===== config.mk =====
export PLATFORM = sky130hd
export DESIGN_NAME = cartridge_bank_irq_kanji_mapper_core
export DESIGN_NICKNAME = d
export VERILOG_FILES = /design/src/hdl/cbkm_pkg.sv /design/src/hdl/cartridge_bank_irq_kanji_mapper_core.sv /design/src/hdl/cbkm_glyph.sv
export SDC_FILE = /design/constraint.sdc
export NUM_CORES = 1
export LEC_CHECK = 0
export BUFFER_PORTS_ARGS = -buffer_cell sky130_fd_sc_hd__buf_2
export CAP_MARGIN = 20
export CORE_ASPECT_RATIO = 1.5
export CORE_UTILIZATION = 30
export CTS_CLUSTER_SIZE = 20
export DETAILED_ROUTE_END_ITERATION = 6
export HOLD_SLACK_MARGIN = 0.05
export PLACE_DENSITY_LB_ADDON = 0.05
export SLEW_MARGIN = 20
export SYNTH_ARGS = -nofsm -noshare
export SYNTH_HDL_FRONTEND = slang
export SYNTH_SLANG_ARGS = --single-unit

===== constraint.sdc =====
create_clock -name clk -period 5.8 [get_ports clk]
set_clock_uncertainty 0.15 [all_clocks]
set_input_delay 0.58 -clock clk [delete_from_list [all_inputs] [get_ports clk]]
set_output_delay 0.58 -clock clk [all_outputs]
set_load 0.05 [all_outputs]

===== src/hdl/cbkm_pkg.sv =====
// Shared types, codes and bank-select helpers for the cartridge bank mapper.
package cbkm_pkg;

	// Item kinds carried on the slave-side tuser
	localparam logic [1:0] OP_WRITE = 2'd0;
	localparam logic [1:0] OP_READ  = 2'd1;
	localparam logic [1:0] OP_TICK  = 2'd2;

	// Register page that the D000-DFFF window maps to
	localparam logic [3:0] REG_PAGE = 4'hD;

	// Exact page addresses that update derived state or select a glyph read
	localparam logic [15:0] ADDR_WRAM0   = 16'hD000;
	localparam logic [15:0] ADDR_WRAM1   = 16'hD100;
	localparam logic [15:0] ADDR_PRG0    = 16'hD200;
	localparam logic [15:0] ADDR_PRG1    = 16'hD300;
	localparam logic [15:0] ADDR_PRG2    = 16'hD400;
	localparam logic [15:0] ADDR_CHR     = 16'hD500;
	localparam logic [15:0] ADDR_IRQ_LO  = 16'hD600;
	localparam logic [15:0] ADDR_IRQ_HI  = 16'hD700;
	localparam logic [15:0] ADDR_IRQ_ACK = 16'hD800;
	localparam logic [15:0] ADDR_IRQ_CTL = 16'hD900;
	localparam logic [15:0] ADDR_MIRROR  = 16'hDA00;
	localparam logic [15:0] ADDR_GLYPH_T = 16'hDC00;
	localparam logic [15:0] ADDR_GLYPH_B = 16'hDD00;

	// Register file slots read by fixed logic
	localparam int REG_MIRROR    = 10;
	localparam int REG_GLYPH_CFG = 11;
	localparam int REG_GLYPH_COL = 12;
	localparam int REG_GLYPH_ROW = 13;

	localparam logic [7:0] GLYPH_BASE  = 8'h20;
	localparam logic [7:0] GLYPH_SPAN  = 8'h60;
	localparam logic [5:0] GLYPH_PAGES = 6'h24;

	typedef logic [7:0] reg_byte_t;

	// Glyph lookup inputs
	typedef struct packed {
		logic [15:0] address;
		reg_byte_t   cfg;
		reg_byte_t   col;
		reg_byte_t   row;
	} glyph_req_t;

	// Input word: tuser = opcode, tdata = {cycle_count, write_data, address}
	typedef struct packed {
		logic [1:0]  opcode;
		logic [7:0]  cycle_count;
		logic [7:0]  write_data;
		logic [15:0] address;
	} in_item_t;

	// Result word, lowest field last
	typedef struct packed {
		logic [1:0] pad;
		logic       irq_line;
		logic [1:0] nametable_control;
		logic       mirroring;
		logic       chr_bank_low;
		logic [1:0] wram_bank_7000;
		logic [1:0] wram_bank_6000;
		logic [6:0] prg_bank_c000;
		logic [6:0] prg_bank_a000;
		logic [6:0] prg_bank_8000;
		logic [7:0] read_data;
	} out_item_t;

	function automatic logic [6:0] prg_select(input reg_byte_t r);
		if (r[6]) begin
			return 7'h10 + {1'b0, r[5:0]};
		end
		return {3'd0, r[3:0]};
	endfunction

	function automatic logic [1:0] wram_select(input reg_byte_t r);
		return {r[3], r[0]};
	endfunction

	// Page remap for the glyph tile index
	function automatic logic [3:0] glyph_page(input logic [5:0] p);
		case (p)
			6'd0, 6'd1:   return 4'h0;
			6'd2, 6'd3:   return 4'h2;
			6'd4, 6'd5:   return 4'h1;
			6'd6:         return 4'h4;
			6'd7:         return 4'h5;
			6'd8:         return 4'h6;
			6'd9:         return 4'h7;
			6'd10:        return 4'h8;
			6'd11:        return 4'h9;
			6'd12:        return 4'hA;
			6'd13:        return 4'hB;
			6'd14:        return 4'hC;
			6'd15:        return 4'hD;
			6'd16:        return 4'hE;
			6'd17:        return 4'hF;
			6'd34, 6'd35: return 4'hD;
			default: begin
				if (p >= 6'd18 && p <= 6'd33) begin
					return 4'(p - 6'd18);
				end
				return 4'h0;
			end
		endcase
	endfunction

endpackage


===== src/hdl/cartridge_bank_irq_kanji_mapper_core.sv =====
// Top level of the cartridge bank mapper: bus decode, bank state, cycle IRQ.
// Path: an accepted word is held in the input register, then written into the result
//   register, which drives m_tvalid.
// Throughput: one word per cycle; the input register drains into the result
//   register whenever that register is empty or being taken.
// Reset (arst_n low, asynchronous): registers and banks clear, mirroring
//   reads one, the IRQ is idle and both stages are empty.
module cartridge_bank_irq_kanji_mapper_core (
	input  logic        clk,
	input  logic        arst_n,
	input  logic        s_tvalid,
	output logic        s_tready,
	input  logic [31:0] s_tdata,  // address[15:0], write_data[23:16], cycle_count[31:24]
	input  logic [1:0]  s_tuser,  // opcode[1:0]
	output logic        m_tvalid,
	input  logic        m_tready,
	output logic [39:0] m_tdata   // read_data[7:0], prg_bank_8000[14:8],
	                              // prg_bank_a000[21:15], prg_bank_c000[28:22],
	                              // wram_bank_6000[30:29], wram_bank_7000[32:31],
	                              // chr_bank_low[33], mirroring[34],
	                              // nametable_control[36:35], irq_line[37], zero[39:38]
);
	import cbkm_pkg::*;

	// Input stage
	in_item_t  item_s1;
	logic      valid_s1;
	logic      adv_s1;

	// Result stage
	out_item_t out_q;
	logic      out_valid_q;

	// Mapper state
	reg_byte_t   rf_q [16];
	logic [6:0]  prg_q [3];
	logic [1:0]  wram_q [2];
	logic        chr_q;
	logic        mirror_q;
	logic [1:0]  nt_q;
	logic [15:0] reload_q;
	logic [16:0] cnt_q;
	logic        irq_en_q;
	logic        irq_rep_q;
	logic        irq_pend_q;

	// Next state
	reg_byte_t   rf_d [16];
	logic [6:0]  prg_d [3];
	logic [1:0]  wram_d [2];
	logic        chr_d;
	logic        mirror_d;
	logic [1:0]  nt_d;
	logic [15:0] reload_d;
	logic [16:0] cnt_d;
	logic        irq_en_d;
	logic        irq_rep_d;
	logic        irq_pend_d;
	logic [16:0] cnt_sum;
	logic [7:0]  rd_d;

	glyph_req_t  glyph_req;
	logic [7:0]  glyph_data;

	// The input stage moves on whenever the result register can take a word
	assign adv_s1   = valid_s1 && (!out_valid_q || m_tready);
	assign s_tready = !valid_s1 || adv_s1;
	assign m_tvalid = out_valid_q;
	assign m_tdata  = out_q;

	always_ff @(posedge clk or negedge arst_n) begin
		if (!arst_n) begin
			valid_s1 <= 1'b0;
		end else if (s_tready) begin
			valid_s1 <= s_tvalid;
		end
	end

	always_ff @(posedge clk) begin
		if (s_tvalid && s_tready) begin
			item_s1 <= {s_tuser, s_tdata};
		end
	end

	// Glyph lookup sees the register file as it stands before this word
	assign glyph_req = '{
		address: item_s1.address,
		cfg:     rf_q[REG_GLYPH_CFG],
		col:     rf_q[REG_GLYPH_COL],
		row:     rf_q[REG_GLYPH_ROW]
	};

	cbkm_glyph u_glyph (
		.req  (glyph_req),
		.data (glyph_data)
	);

	assign cnt_sum = cnt_q + {9'd0, item_s1.cycle_count};

	always_comb begin
		rf_d       = rf_q;
		prg_d      = prg_q;
		wram_d     = wram_q;
		chr_d      = chr_q;
		mirror_d   = mirror_q;
		nt_d       = nt_q;
		reload_d   = reload_q;
		cnt_d      = cnt_q;
		irq_en_d   = irq_en_q;
		irq_rep_d  = irq_rep_q;
		irq_pend_d = irq_pend_q;
		rd_d       = '0;
		case (item_s1.opcode)
			OP_WRITE: begin
				if (item_s1.address[15:12] == REG_PAGE) begin
					rf_d[item_s1.address[11:8]] = item_s1.write_data;
					// Derived state follows only the exact page addresses
					case (item_s1.address)
						ADDR_WRAM0, ADDR_WRAM1: begin
							wram_d[0] = wram_select(rf_d[0]);
							wram_d[1] = wram_select(rf_d[1]);
						end
						ADDR_PRG0, ADDR_PRG1, ADDR_PRG2: begin
							prg_d[0] = prg_select(rf_d[2]);
							prg_d[1] = prg_select(rf_d[3]);
							prg_d[2] = prg_select(rf_d[4]);
						end
						ADDR_CHR: begin
							chr_d = rf_d[5][0];
						end
						ADDR_IRQ_LO: begin
							reload_d[7:0] = item_s1.write_data;
						end
						ADDR_IRQ_HI: begin
							reload_d[15:8] = item_s1.write_data;
						end
						ADDR_IRQ_ACK: begin
							irq_en_d   = irq_rep_q;
							irq_pend_d = 1'b0;
						end
						ADDR_IRQ_CTL: begin
							irq_rep_d  = item_s1.write_data[0];
							irq_en_d   = item_s1.write_data[1];
							irq_pend_d = 1'b0;
							if (item_s1.write_data[1]) begin
								cnt_d = {1'b0, reload_q};
							end
						end
						ADDR_MIRROR: begin
							mirror_d = ~rf_d[REG_MIRROR][1];
							nt_d     = rf_d[REG_MIRROR][1:0];
						end
						default: ;
					endcase
				end
			end
			OP_READ: begin
				rd_d = glyph_data;
			end
			OP_TICK: begin
				// Counter runs only while enabled; bit 16 fires the IRQ and reloads
				if (irq_en_q) begin
					if (cnt_sum[16]) begin
						irq_pend_d = 1'b1;
						cnt_d      = {1'b0, reload_q};
					end else begin
						cnt_d = cnt_sum;
					end
				end
			end
			default: ;
		endcase
	end

	always_ff @(posedge clk or negedge arst_n) begin
		if (!arst_n) begin
			for (int i = 0; i < 16; i++) begin
				rf_q[i] <= '0;
			end
			prg_q      <= '{default: '0};
			wram_q     <= '{default: '0};
			chr_q      <= 1'b0;
			mirror_q   <= 1'b1;
			nt_q       <= '0;
			reload_q   <= '0;
			cnt_q      <= '0;
			irq_en_q   <= 1'b0;
			irq_rep_q  <= 1'b0;
			irq_pend_q <= 1'b0;
		end else if (adv_s1) begin
			rf_q       <= rf_d;
			prg_q      <= prg_d;
			wram_q     <= wram_d;
			chr_q      <= chr_d;
			mirror_q   <= mirror_d;
			nt_q       <= nt_d;
			reload_q   <= reload_d;
			cnt_q      <= cnt_d;
			irq_en_q   <= irq_en_d;
			irq_rep_q  <= irq_rep_d;
			irq_pend_q <= irq_pend_d;
		end
	end

	// Result register
	always_ff @(posedge clk or negedge arst_n) begin
		if (!arst_n) begin
			out_valid_q <= 1'b0;
		end else if (adv_s1) begin
			out_valid_q <= 1'b1;
		end else if (m_tready) begin
			out_valid_q <= 1'b0;
		end
	end

	always_ff @(posedge clk) begin
		if (adv_s1) begin
			out_q <= '{
				pad:               2'b00,
				irq_line:          irq_pend_d,
				nametable_control: nt_d,
				mirroring:         mirror_d,
				chr_bank_low:      chr_d,
				wram_bank_7000:    wram_d[1],
				wram_bank_6000:    wram_d[0],
				prg_bank_c000:     prg_d[2],
				prg_bank_a000:     prg_d[1],
				prg_bank_8000:     prg_d[0],
				read_data:         rd_d
			};
		end
	end

endmodule


===== src/hdl/cbkm_glyph.sv =====
// Glyph tile and bank byte lookup from the row and column registers.
module cbkm_glyph (
	input  cbkm_pkg::glyph_req_t req,
	output logic [7:0]           data
);
	import cbkm_pkg::*;

	logic [7:0]  row;
	logic [7:0]  col;
	logic        in_range;
	logic [13:0] code;
	logic [5:0]  page;
	logic [13:0] tile;

	assign row = req.row - GLYPH_BASE;
	assign col = req.col - GLYPH_BASE;
	assign in_range = (row < GLYPH_SPAN) && (col < GLYPH_SPAN);

	// code = col%32 + (row%16)*32 + (col/32)*512 + (row/16)*1536
	assign code = {9'd0, col[4:0]} + {5'd0, row[3:0], 5'd0} + {2'd0, col[7:5], 9'd0}
	            + {row[7:4], 10'd0} + {1'b0, row[7:4], 9'd0};
	assign page = code[13:8];
	// tile index times four
	assign tile = {glyph_page(page), code[7:0], 2'b00};

	always_comb begin
		data = '0;
		if (in_range && page < GLYPH_PAGES) begin
			if (req.address == ADDR_GLYPH_T) begin
				data = {tile[7:2], req.cfg[1:0]};
			end else if (req.address == ADDR_GLYPH_B) begin
				data = {req.cfg[2], 1'b1, tile[13:8]};
			end
		end
	end

endmodule


# Word-level counts from Yosys, hierarchy flattened
# Cells that the tools add are included.
[word_totals] reg_bits=267 inputBits=38 out_inout_bits=42 wordCells=192
[classes] n_addsub=11 order_cmp=7 eq_ne=39 n_mux=57 bitwise=2 n_reduce_logical=30
[ops] operator="== test 16 bit, second input constant" n=13
[ops] operator="bitwise mux 128 bit" n=1
[ops] operator="2-to-1 mux 17 bit" n=4
[ops] operator="2-to-1 mux 21 bit" n=3
[ops] operator="case mux 4 bit (15 select lines)" n=1
[ops] operator="== test 6 x 4 -> 1 bit, second input constant" n=8
[ops] operator="2-to-1 mux 7 bit" n=6
[ops] operator="case mux 17 bit (2 select lines)" n=1
[ops] operator="demux 8 bit (select 4 bit)" n=1
[ops] operator="2-to-1 mux 1 bit" n=26
[ops] operator="== test 6 x 3 -> 1 bit, second input constant" n=4
[ops] operator="2-to-1 mux 8 bit" n=3
[ops] operator="adder 5 x 6 -> 7 bit, first input constant" n=3
[ops] operator="2-to-1 mux 4 bit" n=5
[ops] operator="OR reduction 20 bit" n=1
[ops] operator="adder 17 x 8 -> 17 bit" n=1
[ops] operator="less-than comparator 8 x 7 -> 1 bit, second input constant" n=2
[ops] operator="2-to-1 mux 16 bit" n=1
[ops] operator="AND reduction 4 bit" n=4
[ops] operator="subtractor 8 x 6 -> 8 bit, second input constant" n=2
[ops] operator="adder 14 x 12 -> 14 bit" n=1
[ops] operator="adder 14 x 13 -> 14 bit" n=1
[ops] operator="adder 14 bit" n=1
[ops] operator="== test 6 x 2 -> 1 bit, second input constant" n=2
[ops] operator="other kinds (29)" n=51

# Longest topological paths before layout
[logic_depth] depth_word=14 depth_mapped=12 ltp_nobuf=12

# Hierarchy
# From an unflattened synthesis, not the netlist that was laid out.
[hier_totals] cells_unflattened=730 hier_area_um2=8994.9
[modules_own_cells] mod="cartridge_bank_irq_kanji_mapper_core" instances=1 cells_each=634 area_each_um2=8330.5
[modules_own_cells] mod="cbkm_glyph" instances=1 cells_each=96 area_each_um2=664.4

# Least setup slack after synthesis
# Ideal clock, no wire load.
[synth_path] path_type="register to register" startpoint="reg rf_q (netlist bit glyph_req[13])" endpoint="reg out_q (netlist bit m_tdata[2]), data pin" setup_ns=0.257 arrival_time_ns=2.895 slack_ns=2.498 stages_incl_launch_ff=11 cell_sequence="dfrtp_1 inv_1 ha_1 fa_1 inv_1 ha_1 fa_1 xor2_1 nor3_1 o31ai_1 a32o_1"
[synth_via] elab_chain_cells=12 elab_cells_between_ends=42 cone_classes="add/sub (4); order compare (4); eq/ne (19); mux (6); reduce/logical (9)"
[synth_rtl] element="start, declared" line_no="cartridge_bank_irq_kanji_mapper_core.sv:35" rtl="reg_byte_t rf_q [16];"
[synth_rtl] element="start signal, assigned" line_no="cartridge_bank_irq_kanji_mapper_core.sv:191" rtl="rf_q <= rf_d;"
[synth_rtl] element="subtractor 8 x 6 -> 8 bit *" line_no="cbkm_glyph.sv:16" rtl="assign col = req.col - GLYPH_BASE;"
[synth_rtl] element="adder 14 x 12 -> 14 bit" line_no="cbkm_glyph.sv:20" rtl="assign code = {9'd0, col[4:0]} + {5'd0, row[3:0], 5'd0} + {2'd0, col[7:5], 9'd0}"
[synth_rtl] element="adder 14 bit" line_no="cbkm_glyph.sv:21" rtl="+ {row[7:4], 10'd0} + {1'b0, row[7:4], 9'd0};"
[synth_rtl] element="adder 14 x 13 -> 14 bit" line_no="cbkm_glyph.sv:21"
[synth_rtl] element=">= comparator 6 x 5 -> 1 bit / <= comparator 6 bit (equally long branches)" line_no="cbkm_pkg.sv:101" rtl="if (p >= 6'd18 && p <= 6'd33) begin"
[synth_rtl] element="logical AND 1 bit" line_no="cbkm_pkg.sv:101"
[synth_rtl] element="2-to-1 mux 1 bit" line_no="cbkm_pkg.sv:101"
[synth_rtl] element="2-to-1 mux 1 bit" line_no="cbkm_pkg.sv:83" rtl="case (p)"
[synth_rtl] element="2-to-1 mux 4 bit" line_no="cbkm_pkg.sv:104" rtl="return 4'h0;"
[synth_rtl] element="case mux 4 bit (15 select lines)" line_no="cbkm_pkg.sv:83"
[synth_rtl] element="2-to-1 mux 8 bit" line_no="cbkm_glyph.sv:31" rtl="end else if (req.address == ADDR_GLYPH_B) begin"
[synth_rtl] element="2-to-1 mux 8 bit" line_no="cbkm_glyph.sv:29" rtl="if (req.address == ADDR_GLYPH_T) begin"
[synth_rtl] element="end signal, assigned" line_no="cartridge_bank_irq_kanji_mapper_core.sv:218" rtl="out_q <= '{"
[synth_rtl] element="end, declared" line_no="cartridge_bank_irq_kanji_mapper_core.sv:31" rtl="out_item_t out_q;"
# Every way passes the cells marked *; elsewhere a longest branch is shown, timed or not. The select of a mux whose other input is x is not followed.
# A chain may end at the register's enable or synchronous reset.

# Worst setup path after layout
[layout_path] startpoint="reg rf_q (netlist bit glyph_req[13])" endpoint="reg out_q (netlist bit m_tdata[3]), data pin"
# Same word-level chain as after synthesis.

==> impl_metrics.py <==
metrics = {
    "status": {
        "status": "complete, no violations",
    },
    "setup_path": {
        "worstPathRequired_ps": 5940,
        "r2r_start": "glyph_req[13]",
        "reg2reg_depth": 10,
        "start_kind": "flip-flop",
        "r2r-end": "m_tdata[3]",
        "arrival_ps": 3760,
        "path_class": "reg2reg",
        "r2r_setup_slack_ps": 2170,
        "cp_max_fo": 9,
        "endpoint_kind": "flip-flop",
    },
    "sta": {
        "slew_headroom": 0.3584,
        "layout_min_cycle_time_ps": 3625,
        "slew_viol_final": 0,
        "fmax_ghz": 0.2759,
        "tns_ps": 0,
        "tightest_slew_ps": 962.3,
        "grt_setup_unrepaired": "no",
        "hold_ws_ps": 69.79,
        "fin_crit_sh": 0.6250,
        "finalSetupViolCount": 0,
        "hold_viol_final": 0,
    },
    "yosys": {
        "yosysWarnings": 0,
        "yosysMostFrequentCell": "dfrtp_1",
        "ys_dominant_reg_cell": "dfrtp_1",
        "synthDominantCellAreaShare": 0.3113,
        "syn_inst": 738,
        "synthTopCellsByCount": "109 x dfrtp_1, 76 x mux2_2, 72 x edfxtp_1",
        "synth_area_um2": 8762,
        "async_flop_share": 0.6044,
        "avgSynthCellArea_um2": 11.87,
        "ys_types": 67,
        "ys_ff_latch": 182,
        "synth_edf_count": 72,
        "yosysTopAreaCell": "dfrtp_1",
        "ys_top_cells_by_area": "dfrtp_1 31%, edfxtp_1 25%, mux2_2 9.8%",
        "ys_seq_area_frac": 0.5610,
    },
    "layout": {
        "antennaDiodeCount": 0,
        "nFillCells": 2905,
        "drive_gt1_frac": 0.2619,
        "finalInstanceArea_um2": 10160,
        "area_growth_pct": 15.94,
        "fin_nets": 865,
    },
    "floorplanning": {
        "dieHeight_um": 211.3,
        "core_um2": 28720,
        "die_w_um": 141.5,
        "start_util": 0.3051,
        "placementRows": 76,
        "fp.dieArea_um2": 29910,
        "io_pins": 80,
    },
    "min_path": {
        "hold_class": "in2async",
    },
    "power": {
        "seq_power_share": 0.496,
        "power_uw": 2857,
        "p_leak_uw": 0.004307,
        "p_int_uw": 2139,
        "power.share.clock": 0.419,
        "netSwitchingFraction": 0.2511,
        "p_comb_frac": 0.086,
        "p_per_area_nw_per_um2": 281.2,
        "vdd_ir_drop_max_mv": 0.1937,
        "switchingPower_uw": 717.3,
    },
    "placement": {
        "placement.io_buffers": 77,
        "dp_hpwl_mm": 15.29,
        "dpl_cell_area_um2": 9547,
        "gp_congestion": 0.7858,
    },
    "global_routing": {
        "grt_max_degree": 59,
        "grt_pass1_vias": 5991,
        "grt_first_pass_wirelength_mm": 33.91,
        "antenna_found_initial": 0,
        "grt_use_total": 0.1529,
        "grt_overflow": 0,
    },
    "cts": {
        "cts_hold_buffers": 0,
        "htree_levels": 4,
        "root_buffer": "clkbuf_16",
        "cts_sinks": 182,
        "clock_tree.buffer_depth": 2,
        "cts_tree": "built",
        "cts_made_buffers": 17,
        "post_cts_buffers": 0,
        "cts.clk_slew.worst_paths_ps": 70,
        "cts.repair.resized": 0,
        "clock_latency_ps": 440,
    },
    "detailed_routing": {
        "drc": 0,
        "wl_mm": 21.51,
        "first_pass_iters": 5,
        "vias": 5848,
        "post_drt_wl_per_cell_um": 17.82,
        "ant_nets": 0,
        "viasPerCell": 4.845,
        "drt_iter0_drc": 315,
    },
    "run": {
        "drv_cap": 0,
    },
}
==> worst max path at each step <==
stage	cells after the start	slack [ps]	to	from
2_1_floorplan	10	2500	m_tdata[2]	glyph_req[13]
3_3_place_gp	10	2290	m_tdata[2]	glyph_req[13]
3_5_place_dp	10	2200	m_tdata[3]	glyph_req[13]
4_1_cts	10	2180	m_tdata[3]	glyph_req[13]
5_1_grt	10	1930	m_tdata[3]	glyph_req[13]
6_report	10	2170	m_tdata[3]	glyph_req[13]
==> flip-flops by register name (all words and copies together), names as in the netlist <==
signal,count
m_tdata,38
glyph_req,35
rf_q,25
prg_q,21
item_s1,18
cnt_q,16
reload_q,16
wram_q,4
nt_q,2
chr_q,1
irq_en_q,1
irq_pend_q,1
irq_rep_q,1
m_tvalid,1
mirror_q,1
valid_s1,1
==> through the flow <==
| step | worst slack [ps] | utilization | std cells |
|---|---|---|---|
| finish | 2175 | 0.3537 | 1207 |
| global route | 1930 | 0.3537 | 1207 |
| CTS | 2183 | 0.3533 | 1207 |
| detailed placement | 2196 | 0.3324 | 1175 |
| global placement | 2290 | 0.3324 | 1175 |
| floorplan | 2498 | - | 739 |
==> cells by family after synthesis <==
logic type,count (synthesis),synth area share
multiplexers,106,0.1342
AO/OA/AOI/OAI,148,0.1085
XOR/XNOR,7,0.008569
buffers and inverters,65,0.03084
adder cells (fa/ha/maj),23,0.03541
other,1,0.0004280
AND/OR/NAND/NOR,206,0.1209
flip-flops,182,0.5610
==> power groups by stage <==
stage | sequential (µW) | combinational [µW] | clock [µW]
2_1_floorplan | 1480 | 117 | 0
3_3_place_gp | 1440 | 246 | 0
4_1_cts | 1420 | 250 | 1240
5_1_grt | 1420 | 269 | 1280
3_5_place_dp | 1440 | 248 | 0
6_report | 1420 | 245 | 1200
==> area by class of cell <==
cell class / instances / area [µm²] / share of cell area
inverter: 27 / 102.6 / 0.01010
clock buffer: 20 / 446.7 / 0.04397
tap: 390 / 488.0 / 0.04804
clock inverter: 12 / 152.6 / 0.01503
timing repair buffer: 84 / 440.4 / 0.04336
multi-input combinational: 492 / 3612 / 0.3556
sequential: 182 / 4916 / 0.4839
==> critical path, cell delays in order (launching register included) <==
cell,delay (ps)
dfrtp_1,360
inv_1,70
ha_1,330
fa_1,510
inv_1,40
ha_1,210
fa_1,380
xor2_1,210
nor3_1,640
o21ai_0,380
a21oi_1,200
==> metal layers <==
| metal | GRT usage | vias to the layer above | wire length (µm) |
|---|---|---|---|
| li1 | - | 2833 | - |
| met1 | 0.1749 | 2877 | 8900 |
| met5 | 0 | - | 0 |
| met4 | 0.05636 | 0 | 348 |
| met3 | 0.02714 | 19 | 525 |
| met2 | 0.2813 | 119 | 11740 |
==> layout by cell type, fill, tap and decap left out, types with 15 or more instances in the layout <==
master,n
a31oi_1,15
nand2_1,63
inv_1,26
clkbuf_16,17
nor2_1,51
a21oi_1,37
buf_2,76
mux2i_1,26
edfxtp_1,72
ha_1,20
o21ai_0,33
mux2_2,76
dfrtp_1,109
(Power assumes the default switching activity.)
